File: src/hw/rtl/pil_pkg.sv
package pil_pkg;

    localparam int DEPTH_DEFAULT = 128;

    localparam int CMD_W = 2;
    localparam int POS_W = 8;
    localparam int VAL_W = 32;
    localparam int STAT_W = 2;
    localparam int LEN_W = 8;

    localparam logic [CMD_W-1:0] CMD_INSERT = 2'd0;
    localparam logic [CMD_W-1:0] CMD_DELETE = 2'd1;
    localparam logic [CMD_W-1:0] CMD_READ   = 2'd2;

    localparam logic [STAT_W-1:0] ST_OK    = 2'd0;
    localparam logic [STAT_W-1:0] ST_RANGE = 2'd1;
    localparam logic [STAT_W-1:0] ST_FULL  = 2'd2;

endpackage

File: src/hw/rtl/position_indexed_list.sv
// Channel   Signals                                          Handshake
// command   i_command, i_position, i_item_value              start high while busy low
// result    o_status, o_read_value, o_list_length            o_strobe, one cycle, no stall
//
// Every command gives one result word, marked by o_strobe.
// Insert at position p copies entries p onward up one slot, walking downward from the top
// one entry per cycle through the single RAM, then writes the new item into slot p.
// Delete copies the entries after p down one slot the same way; read waits on the RAM read.
// Errors, append and deleting the last entry are answered straight from idle.
// A new command may be accepted in the cycle its predecessor's result is shown.
// Reset clears the length and the state; o_list_length and the entry store are not cleared.
module position_indexed_list #(
    parameter int DEPTH = pil_pkg::DEPTH_DEFAULT
) (
    input  logic                             i_clk,
    input  logic                             i_rst_n,
    input  logic                             start,
    output logic                             busy,
    input  logic [pil_pkg::CMD_W-1:0]        i_command,
    input  logic [pil_pkg::POS_W-1:0]        i_position,
    input  logic signed [pil_pkg::VAL_W-1:0] i_item_value,
    output logic                             o_strobe,
    output logic [pil_pkg::STAT_W-1:0]       o_status,
    output logic signed [pil_pkg::VAL_W-1:0] o_read_value,
    output logic [pil_pkg::LEN_W-1:0]        o_list_length
);

    localparam int AW = $clog2(DEPTH);
    localparam int CW = $clog2(DEPTH + 1);
    localparam int CMPW = ((CW > pil_pkg::POS_W) ? CW : pil_pkg::POS_W) + 1;

    typedef enum logic [2:0] {
        S_IDLE,
        S_INS,
        S_INS_END,
        S_PUT,
        S_DEL,
        S_DEL_END,
        S_RD,
        S_RD_END
    } t_state;

    t_state r_state;
    logic [CW-1:0] r_count;
    logic [AW-1:0] r_ra;
    logic [AW-1:0] r_last;
    logic [AW-1:0] r_wa;
    logic          r_wvalid;
    logic [pil_pkg::VAL_W-1:0] r_val;

    logic                               r_strobe;
    logic [pil_pkg::STAT_W-1:0]         r_status;
    logic [pil_pkg::VAL_W-1:0]          r_read_value;
    logic [pil_pkg::LEN_W-1:0]          r_len;

    logic                      ram_we;
    logic [AW-1:0]             ram_waddr;
    logic [pil_pkg::VAL_W-1:0] ram_wdata;
    logic [pil_pkg::VAL_W-1:0] ram_q;

    logic            accept;
    logic [CMPW-1:0] pos_x;
    logic [CMPW-1:0] cnt_x;
    logic [CMPW-1:0] pm1_x;
    logic            pos_nz;
    logic            ins_pos_ok;
    logic            acc_pos_ok;
    logic            is_full;
    logic            is_append;
    logic            is_del_last;
    logic [AW-1:0]   pm1_a;
    logic [AW-1:0]   cnt_a;
    logic [AW-1:0]   cm1_a;

    function automatic logic [pil_pkg::LEN_W-1:0] LEN_W_CAST(input logic [CW-1:0] c);
        LEN_W_CAST = pil_pkg::LEN_W'(c);
    endfunction

    assign accept = start && !busy;
    assign busy = (r_state != S_IDLE);

    assign pos_x = CMPW'(i_position);
    assign cnt_x = CMPW'(r_count);
    assign pm1_x = pos_x - CMPW'(1);
    assign pos_nz = (i_position != '0);
    assign ins_pos_ok = pos_nz && (pos_x <= cnt_x + CMPW'(1));
    assign acc_pos_ok = pos_nz && (pos_x <= cnt_x);
    assign is_full = (r_count == CW'(DEPTH));
    assign is_append = (pos_x == cnt_x + CMPW'(1));
    assign is_del_last = (pos_x == cnt_x);
    // These truncations only matter on paths where the position is already known valid.
    assign pm1_a = AW'(pm1_x);
    assign cnt_a = AW'(cnt_x);
    assign cm1_a = AW'(cnt_x - CMPW'(1));

    always_comb begin
        ram_we = 1'b0;
        ram_waddr = r_wa;
        ram_wdata = ram_q;
        case (r_state)
            S_IDLE: begin
                if (accept && i_command == pil_pkg::CMD_INSERT && ins_pos_ok && !is_full
                    && is_append) begin
                    ram_we = 1'b1;
                    ram_waddr = cnt_a;
                    ram_wdata = i_item_value;
                end
            end
            S_INS, S_DEL: begin
                ram_we = r_wvalid;
            end
            S_INS_END, S_DEL_END: begin
                ram_we = 1'b1;
            end
            S_PUT: begin
                ram_we = 1'b1;
                ram_waddr = r_last;
                ram_wdata = r_val;
            end
            default: begin
                ram_we = 1'b0;
            end
        endcase
    end

    pil_ram #(
        .WIDTH(pil_pkg::VAL_W),
        .DEPTH(DEPTH)
    ) u_ram (
        .i_clk  (i_clk),
        .i_we   (ram_we),
        .i_waddr(ram_waddr),
        .i_wdata(ram_wdata),
        .i_raddr(r_ra),
        .o_rdata(ram_q)
    );

    always_ff @(posedge i_clk) begin
        if (!i_rst_n) begin
            r_state <= S_IDLE;
            r_count <= '0;
            r_strobe <= 1'b0;
            r_wvalid <= 1'b0;
        end else begin
            r_strobe <= 1'b0;
            case (r_state)
                S_IDLE: begin
                    if (accept) begin
                        r_val <= i_item_value;
                        r_wvalid <= 1'b0;
                        r_status <= pil_pkg::ST_OK;
                        r_read_value <= '0;
                        r_len <= LEN_W_CAST(r_count);
                        case (i_command)
                            pil_pkg::CMD_INSERT: begin
                                if (!ins_pos_ok) begin
                                    r_status <= pil_pkg::ST_RANGE;
                                    r_strobe <= 1'b1;
                                end else if (is_full) begin
                                    r_status <= pil_pkg::ST_FULL;
                                    r_strobe <= 1'b1;
                                end else if (is_append) begin
                                    r_count <= r_count + CW'(1);
                                    r_len <= LEN_W_CAST(r_count + CW'(1));
                                    r_strobe <= 1'b1;
                                end else begin
                                    // Copy downward from the top entry to the insert slot.
                                    r_ra <= cm1_a;
                                    r_last <= pm1_a;
                                    r_state <= S_INS;
                                end
                            end
                            pil_pkg::CMD_DELETE: begin
                                if (!acc_pos_ok) begin
                                    r_status <= pil_pkg::ST_RANGE;
                                    r_strobe <= 1'b1;
                                end else if (is_del_last) begin
                                    r_count <= r_count - CW'(1);
                                    r_len <= LEN_W_CAST(r_count - CW'(1));
                                    r_strobe <= 1'b1;
                                end else begin
                                    // Copy upward from the entry after the hole to the top.
                                    r_ra <= AW'(pos_x);
                                    r_last <= cm1_a;
                                    r_state <= S_DEL;
                                end
                            end
                            pil_pkg::CMD_READ: begin
                                if (!acc_pos_ok) begin
                                    r_status <= pil_pkg::ST_RANGE;
                                    r_strobe <= 1'b1;
                                end else begin
                                    r_ra <= pm1_a;
                                    r_state <= S_RD;
                                end
                            end
                            default: begin
                                r_status <= pil_pkg::ST_RANGE;
                                r_strobe <= 1'b1;
                            end
                        endcase
                    end
                end
                S_INS: begin
                    r_wa <= r_ra + AW'(1);
                    r_wvalid <= 1'b1;
                    if (r_ra == r_last) begin
                        r_state <= S_INS_END;
                    end else begin
                        r_ra <= r_ra - AW'(1);
                    end
                end
                S_INS_END: begin
                    r_wvalid <= 1'b0;
                    r_state <= S_PUT;
                end
                S_PUT: begin
                    r_count <= r_count + CW'(1);
                    r_len <= LEN_W_CAST(r_count + CW'(1));
                    r_strobe <= 1'b1;
                    r_state <= S_IDLE;
                end
                S_DEL: begin
                    r_wa <= r_ra - AW'(1);
                    r_wvalid <= 1'b1;
                    if (r_ra == r_last) begin
                        r_state <= S_DEL_END;
                    end else begin
                        r_ra <= r_ra + AW'(1);
                    end
                end
                S_DEL_END: begin
                    r_wvalid <= 1'b0;
                    r_count <= r_count - CW'(1);
                    r_len <= LEN_W_CAST(r_count - CW'(1));
                    r_strobe <= 1'b1;
                    r_state <= S_IDLE;
                end
                S_RD: begin
                    r_state <= S_RD_END;
                end
                S_RD_END: begin
                    r_read_value <= ram_q;
                    r_strobe <= 1'b1;
                    r_state <= S_IDLE;
                end
                default: begin
                    r_state <= S_IDLE;
                end
            endcase
        end
    end

    assign o_strobe = r_strobe;
    assign o_status = r_status;
    assign o_read_value = r_read_value;
    assign o_list_length = r_len;

    a_count_bound: assert property (@(posedge i_clk) disable iff (!i_rst_n)
        r_count <= CW'(DEPTH))
        else $error("list length above capacity");

    a_accept_reacts: assert property (@(posedge i_clk) disable iff (!i_rst_n)
        accept |=> (busy || o_strobe))
        else $error("accepted command neither busy nor answered");

    a_error_keeps_count: assert property (@(posedge i_clk) disable iff (!i_rst_n)
        (o_strobe && o_status != pil_pkg::ST_OK) |-> (r_count == $past(r_count)))
        else $error("rejected command changed the length");

    a_error_zero_value: assert property (@(posedge i_clk) disable iff (!i_rst_n)
        (o_strobe && o_status != pil_pkg::ST_OK) |-> (o_read_value == '0))
        else $error("rejected command returned a nonzero value");

endmodule

File: src/hw/rtl/pil_ram.sv
module pil_ram #(
    parameter int WIDTH = 32,
    parameter int DEPTH = 128
) (
    input  logic                     i_clk,
    input  logic                     i_we,
    input  logic [$clog2(DEPTH)-1:0] i_waddr,
    input  logic [WIDTH-1:0]         i_wdata,
    input  logic [$clog2(DEPTH)-1:0] i_raddr,
    output logic [WIDTH-1:0]         o_rdata
);

    logic [WIDTH-1:0] r_mem [DEPTH];
    logic [WIDTH-1:0] r_rdata;

    always_ff @(posedge i_clk) begin
        if (i_we) begin
            r_mem[i_waddr] <= i_wdata;
        end
        r_rdata <= r_mem[i_raddr];
    end

    assign o_rdata = r_rdata;

endmodule

File: config.mk
export PLATFORM = sky130hd
export DESIGN_NAME = position_indexed_list
export DESIGN_NICKNAME = d
export VERILOG_FILES = /design/src/hw/rtl/pil_pkg.sv /design/src/hw/rtl/position_indexed_list.sv /design/src/hw/rtl/pil_ram.sv
export SDC_FILE = /design/constraint.sdc
export NUM_CORES = 2
export LEC_CHECK = 0
export ABC_CLOCK_PERIOD_IN_PS = 5700
export BUFFER_PORTS_ARGS = -buffer_cell sky130_fd_sc_hd__buf_2
export CORE_ASPECT_RATIO = 0.7
export CORE_UTILIZATION = 50
export DETAILED_ROUTE_END_ITERATION = 8
export HOLD_SLACK_MARGIN = 0.08
export PLACE_DENSITY_LB_ADDON = 0.3
export SETUP_SLACK_MARGIN = 0.1
export SYNTH_ARGS = -nofsm -noshare
export SYNTH_HDL_FRONTEND = slang
export SYNTH_SLANG_ARGS = --single-unit
File: constraint.sdc
create_clock -name i_clk -period 5.7 [get_ports i_clk]
set_clock_uncertainty 0.1 [all_clocks]
set_input_delay 0.855 -clock i_clk [delete_from_list [all_inputs] [get_ports i_clk]]
set_output_delay 0.855 -clock i_clk [all_outputs]
set_load 0.02 [all_outputs]
Word-level counts from Yosys, hierarchy flattened. Memories as Yosys holds them, arrays and structs flattened. A register that Yosys moved wholly into a read port is not among the register bits. Index checks and enable logic that the tools add are counted.

Word-level logic and storage cells: 146. Bits in registers: 108. Memory bits (writable): 4096. Input port bits: 45. Memories kept: 1.

Memory list: u_ram.r_mem (depth 128, bits a word 32, read ports 1, clocked after memory_dff 1, wr ports 1, RTL line pil_ram.sv:13) `logic [WIDTH-1:0] r_mem [DEPTH];`.

Reduce and logical (&&, ||, !) cells: 33. Mux-type cells: 62. Equality and inequality tests: 30. $lt $le $gt $ge: 2. Add/subtract/negate cells: 7.

Operators with widths (count): 32-bit one-hot mux with 2 select lines (2); 7-bit 2-to-1 mux (15); 32-bit 2-to-1 mux (2); 8-bit 2-to-1 mux (6); 7-bit one-hot mux with 2 select lines (3); 7-bit one-hot mux with 3 select lines (2); 3-bit 2-to-1 mux (9); 8-bit one-hot mux with 3 select lines (1); 7-bit by 1-bit subtractor with 7-bit output, second input constant (3); 2-bit != test, second input constant (10); 3-bit != test, second input constant (6); 3-bit one-hot mux with 6 select lines (1); 8-bit one-hot mux with 2 select lines (1); 3-bit == test, second input constant (4); 1-bit 2-to-1 mux (12); 12-bit AND reduction (1); 3-bit nonzero test (4); 10-bit AND reduction (1); 8-bit by 1-bit adder with 9-bit output, second input constant (1); 8-bit by 9-bit == test with 1-bit output (1); 8-bit by 9-bit <= comparator with 1-bit output (1); 1-bit one-hot mux with 3 select lines (3); 3-bit one-hot mux with 3 select lines (1); 3-bit AND reduction (3); 25 further kinds (41).

Logic depth before layout (Yosys ltp).
Depth after elaboration: 11. Mapped depth: 16. Gate-level depth less buffers: 12.

Hierarchy. A second synthesis with hierarchy kept.

Cell total of the unflattened synthesis: 6679. Area, all modules: 163107.7 µm².

Modules (own cells, without submodules): pil_ram (area each 156307.4 µm², cells each 5990, instances 1); position_indexed_list (area each 6800.3 µm², cells each 689, instances 1).

Worst setup path after synthesis. OpenSTA, ideal clock, no wires.

Path kind: flip-flop to flip-flop. Start: register r_count[6]. End: memory u_ram.r_mem[72][0], enable pin. Data required time: 5.179 ns. Arrival time: 5.042 ns. Setup time: 0.421 ns. Cell stages (with the launch flop): 16. Setup slack: 0.137 ns. Path through: dfxtp_1 clkbuf_1 clkinv_1 nor4_1 xnor2_1 ha_1 nand4_1 nor3_1 mux2i_2 nor4_4 a21oi_1 buf_2 a221oi_4 nand3_4 buf_6 nor2_1.

Word-level cells in the longest chain between the ends: 10. Elaborated cells on any way between the ends: 15.

Ends and longest elaborated chain: start, declared (RTL line position_indexed_list.sv:44) `logic [CW-1:0] r_count;`; start signal, assigned (RTL line position_indexed_list.sv:163) `r_count <= r_count + CW'(1);`; start signal, assigned (RTL line position_indexed_list.sv:178) `r_count <= r_count - CW'(1);`; start signal, assigned (RTL line position_indexed_list.sv:218) `r_count <= r_count + CW'(1);`; 8-bit by 1-bit adder with 9-bit output (RTL line position_indexed_list.sv:86, position_indexed_list.sv:89); 8-bit by 9-bit <= comparator with 1-bit output (RTL line position_indexed_list.sv:86) `assign ins_pos_ok = pos_nz && (pos_x <= cnt_x + CMPW'(1));`; 1-bit logical AND (RTL line position_indexed_list.sv:86); 1-bit logical AND (2 in a row) (RTL line position_indexed_list.sv:102) `if (accept && i_command == pil_pkg::CMD_INSERT && ins_pos_ok && !is_full`; 1-bit logical AND (RTL line position_indexed_list.sv:103) `&& is_append) begin`; 1-bit 2-to-1 mux (RTL line position_indexed_list.sv:102); 1-bit one-hot mux with 3 select lines (RTL line position_indexed_list.sv:100) `case (r_state)`; 1-bit 2-to-1 mux (RTL line pil_ram.sv:17) `if (i_we) begin`; 1-bit 2-to-1 mux (not written as such) (RTL line pil_ram.sv:18) `r_mem[i_waddr] <= i_wdata;`; end, declared (RTL line pil_ram.sv:13).

Several ways; a longest one is shown, not always the timed one.

Final worst setup path.
Start: register r_count[5]. End: memory u_ram.r_mem[52][9], enable pin.

The elaborated chain is that of the path after synthesis.

==> summary.md <==
| Metric | Value |
|---|---|
| Status | `finished, final reports clean` |
| Clock power frac | `0.318` |
| Fillers | `22.43k` |
| CTS buffer count | `383` |
| Synthesized area per cell | `24.27 sq um` |
| Largest net degree at the start of global routing | `100` |
| WL/cell | `36.75 um` |
| Critical Path Sink | `u_ram.r_mem[52][9]$_DFFE_PP_` |
| Antenna violations before repair | `88` |
| Final min period | `5127 ps` |
| Critical setup path kind | `reg2reg` |
| RR Startpoint | `r_count[5]$_SDFFE_PN0N_` |
| Setup_tns | `0 ps` |
| # Max-Cap Violations | `0` |
| Logic pwr share | `0.195` |
| TritonCTS clock tree | `done` |
| Drc violations | `0` |
| PortBufs | `88` |
| WHS | `165.5 ps` |
| Number of global-route vias before repair | `75.79k` |
| CP startpoint kind | `register` |
| Post-DRT Antenna Nets | `0` |
| Met2 WL | `186700 um` |
| Syn Inst Count | `6726` |
| Worst Reg-to-Reg Cells | `13` |
| Vias | `79.15k` |
| Crit. End Element | `register` |
| Slew of the pin with the lowest slew margin | `1311 ps` |
| WL met3 | `61920 um` |
| Main synth FF type | `edfxtp_1` |
| Critical Path RT | `6110 ps` |
| CTS Buffer Depth | `4` |
| Layout cell share with drive strength beyond 1 | `0.3509` |
| Peak VDD IR | `0.4185 mV` |
| Standard-cell rows | `175` |
| Tcrit/Tclk final | `0.8995` |
| Pwr dens | `428.3 mW/mm^2` |
| Initial core utilization | `0.5028` |
| Latest clock arrival within the worst-skew pair | `930 ps` |
| Setup slack, reg-to-reg | `570 ps` |
| DRT Pass-1 Iters | `7` |
| Reg power frac | `0.486` |
| CP arrival | `5540 ps` |
| Hpwl dp | `281700 um` |
| Sw power | `22790 uW` |
| Synth warnings | `0` |
| DR iter-0 viols | `13.68k` |
| End of the worst register-to-register path | `u_ram.r_mem[52][9]$_DFFE_PP_` |
| Setup crit start | `r_count[5]$_SDFFE_PN0N_` |
| Post-synthesis sequential area ratio | `0.7763` |
| Worst hold path type | `in2reg` |
| Synth async-reset ratio | `0` |
| CORE AREA | `0.3247 sq mm` |
| DRT Wirelength | `441200 um` |
| Height of the die | `480.1 um` |
| Total gr overflow | `0` |
| Synth cell types | `78` |
| Syn nets | `6795` |
| H-tree depth | `5` |
| Worst-path maximum fanout | `32` |
| NumNets Final | `7411` |
| CTS sink cnt | `4236` |
| Root Driver | `clkbuf_16` |
| Final Hold Fails | `0` |
| Synth top area cells | `edfxtp_1 (77%), mux4_2 (19%), clkbuf_1 (0.58%)` |
| Area leader, netlist | `edfxtp_1` |
| Final RePlAce weighted congestion | `0.9168` |
| Gr usage total | `0.2678` |
| Area Growth Syn to Fin | `15.37%` |
| Vias per inst | `6.593` |
| Met1 Routed Length | `181100 um` |
| Die footprint | `0.3289 sq mm` |
| RSZ-0062 raised after global routing | `no` |
| Clock-pin slew of the registers on the worst-case setup and hold paths | `70 ps` |
| Post-Syn Area | `0.1633 sq mm` |
| Synth Register Bits | `4236` |
| Top Ports | `89` |
| Sw Ratio | `0.2825` |
| Die width | `685.0 um` |
| Top Metal Used | `met5` |
| Final setup violation count | `0` |
| Fmax | `195.0 MHz` |
| Core Util, Final | `0.5801` |
| Slew Limit Fails | `0` |
| Number of synthesized flops with an enable pin | `4191` |
| First-pass GRT wire length | `612600 um` |
| P_int | `57880 uW` |
| Area share of the largest cell type after synthesis | `0.7708` |
| Leak pwr | `0.05830 uW` |
| Relative slew slack | `0.1258` |
[worst min-delay path by stage]
| stage | startpoint | to | slack, ps | cells after the start |
|---|---|---|---|---|
| after CTS | i_item_value[1] | r_val[1]$_DFFE_PP_ | 130 | 1 |
| final | i_item_value[1] | r_val[1]$_DFFE_PP_ | 170 | 1 |
| after floorplan | r_wvalid$_SDFFE_PN0P_ | r_wvalid$_SDFFE_PN0P_ | 400 | 2 |
| after global placement | r_wvalid$_SDFFE_PN0P_ | r_wvalid$_SDFFE_PN0P_ | 420 | 2 |
| after detailed placement | u_ram.o_rdata[27]$_DFF_P_ | o_read_value[27]$_SDFFCE_PP0P_ | 430 | 1 |
| after global routing | i_item_value[1] | r_val[1]$_DFFE_PP_ | 140 | 1 |
[synth_stat cells, types with 7 or more instances]
library cell  count
a21oi_1          44
clkbuf_1        254
a31oi_1           9
buf_6             8
ha_1             24
a221oi_1          8
mux4_2         1344
nand3_1          21
nor2_1          163
mux2_2           33
o21ai_0          34
and3_1           11
xor2_1            7
edfxtp_1       4191
nand2_1         126
buf_1            73
nor4_1           11
xnor2_1          24
dfxtp_1          45
nand4_1          14
and2_1           47
nor3_1           18
buf_2            33
o22ai_1           9
a22oi_1          34
inv_1            25
[routing by layer]
metal  global-route usage  vias up
met2               0.3644     5264
met4              0.06468       20
met1               0.4203    42889
met3              0.08804      561
li1                     -    30418
met5                    0        -
[sequential cells by signal, indices dropped and copies added, names as in the netlist]
name           flops
u_ram.o_rdata     32
r_last             7
o_strobe           1
o_read_value      32
r_wvalid           1
o_list_length      8
r_ra               7
r_state            3
r_val             32
u_ram.r_mem     4096
o_status           2
r_count            8
r_wa               7
[final cells by class]
| class | instances | area (sq um) | share of cell area |
|---|---|---|---|
| clock buffer | 462 | 10020 | 0.05317 |
| sequential | 4236 | 126800 | 0.6729 |
| inverter | 28 | 112.6 | 0.0005978 |
| multi-input combinational | 2096 | 36200 | 0.1922 |
| antenna | 26 | 65.06 | 0.0003454 |
| clock inverter | 224 | 2230 | 0.01184 |
| timing repair buffer | 597 | 7560 | 0.04013 |
| tap | 4336 | 5425 | 0.02880 |
[logic make-up (layout without fill, tap and decap cells)]
| group | Yosys count | after routing | synth area share |
|---|---|---|---|
| multiplexers | 1383 | 1383 | 0.1881 |
| buffers and inverters | 396 | 1311 | 0.009725 |
| AO/OA/AOI/OAI | 196 | 196 | 0.008591 |
| XOR/XNOR | 32 | 32 | 0.001801 |
| flip-flops | 4236 | 4236 | 0.7763 |
| AND/OR/NAND/NOR | 459 | 461 | 0.01364 |
| other | 0 | 26 | 0 |
| adder cells (fa/ha/maj) | 24 | 24 | 0.001839 |
[critical path, stage by stage, from the launching register on]
cell and delay [ps]:
dfxtp_2 510, clkinv_1 140, nor4_1 360, xnor2_1 160, ha_1 390, nand4_1 150
nor3_1 290, mux2i_4 210, or4_1 680, nand3_1 180, and3b_2 260, nand3_4 120
buf_4 220, nor2_4 880
[power groups by stage]
| stage | registers [uW] | clock network [uW] | logic (uW) |
|---|---|---|---|
| floorplan | 40500 | 0 | 6980 |
| global placement | 39900 | 0 | 15100 |
| detailed placement | 39900 | 0 | 15600 |
| CTS | 39200 | 25900 | 15600 |
| global route | 39200 | 27000 | 16300 |
| finish | 39200 | 25700 | 15800 |
[placed cells by master, fill, tap and decap left out, drive strengths merged, types with 7 or more instances in the layout]
cell type / count
o21ai: 34
a22oi: 34
nor2: 166
o22ai: 9
buf: 569
a21oi: 45
nand2: 126
and2: 48
a221oi: 10
diode: 26
inv: 36
nand3: 30
mux2: 33
edfxtp: 4191
a211oi: 7
and3: 11
clkbuf: 462
nor4: 12
mux4: 1344
dfxtp: 45
dlygate4sd3: 28
a31oi: 9
nand4: 14
a221o: 7
clkinv: 158
xor2: 7
nor3: 18
clkinvlp: 19
bufinv: 39
xnor2: 24
ha: 24
[per-stage QoR]
stage | area (sq um) | worst slack (ps) | total power, uW | instances
after detailed placement | 175600 | 397.3 | 55490 | 11246
after global routing | 188300 | 263.3 | 82530 | 11983
final | 188400 | 572.8 | 80670 | 12005
after global placement | 175600 | 404.6 | 54990 | 11246
after floorplan | 163300 | 136.6 | 47510 | 6726
after CTS | 188100 | 370.7 | 80770 | 11960
[repair_timing]
item / in CTS / in global routing
setup buffers: 0 / 17
hold buffers: 28 / 0
gates resized for setup: 0 / 7
setup endpoints to repair: 0 / 176
endpoints found under the hold margin: 28 / 0
No activity file was read; power rests on OpenSTA's default activity.
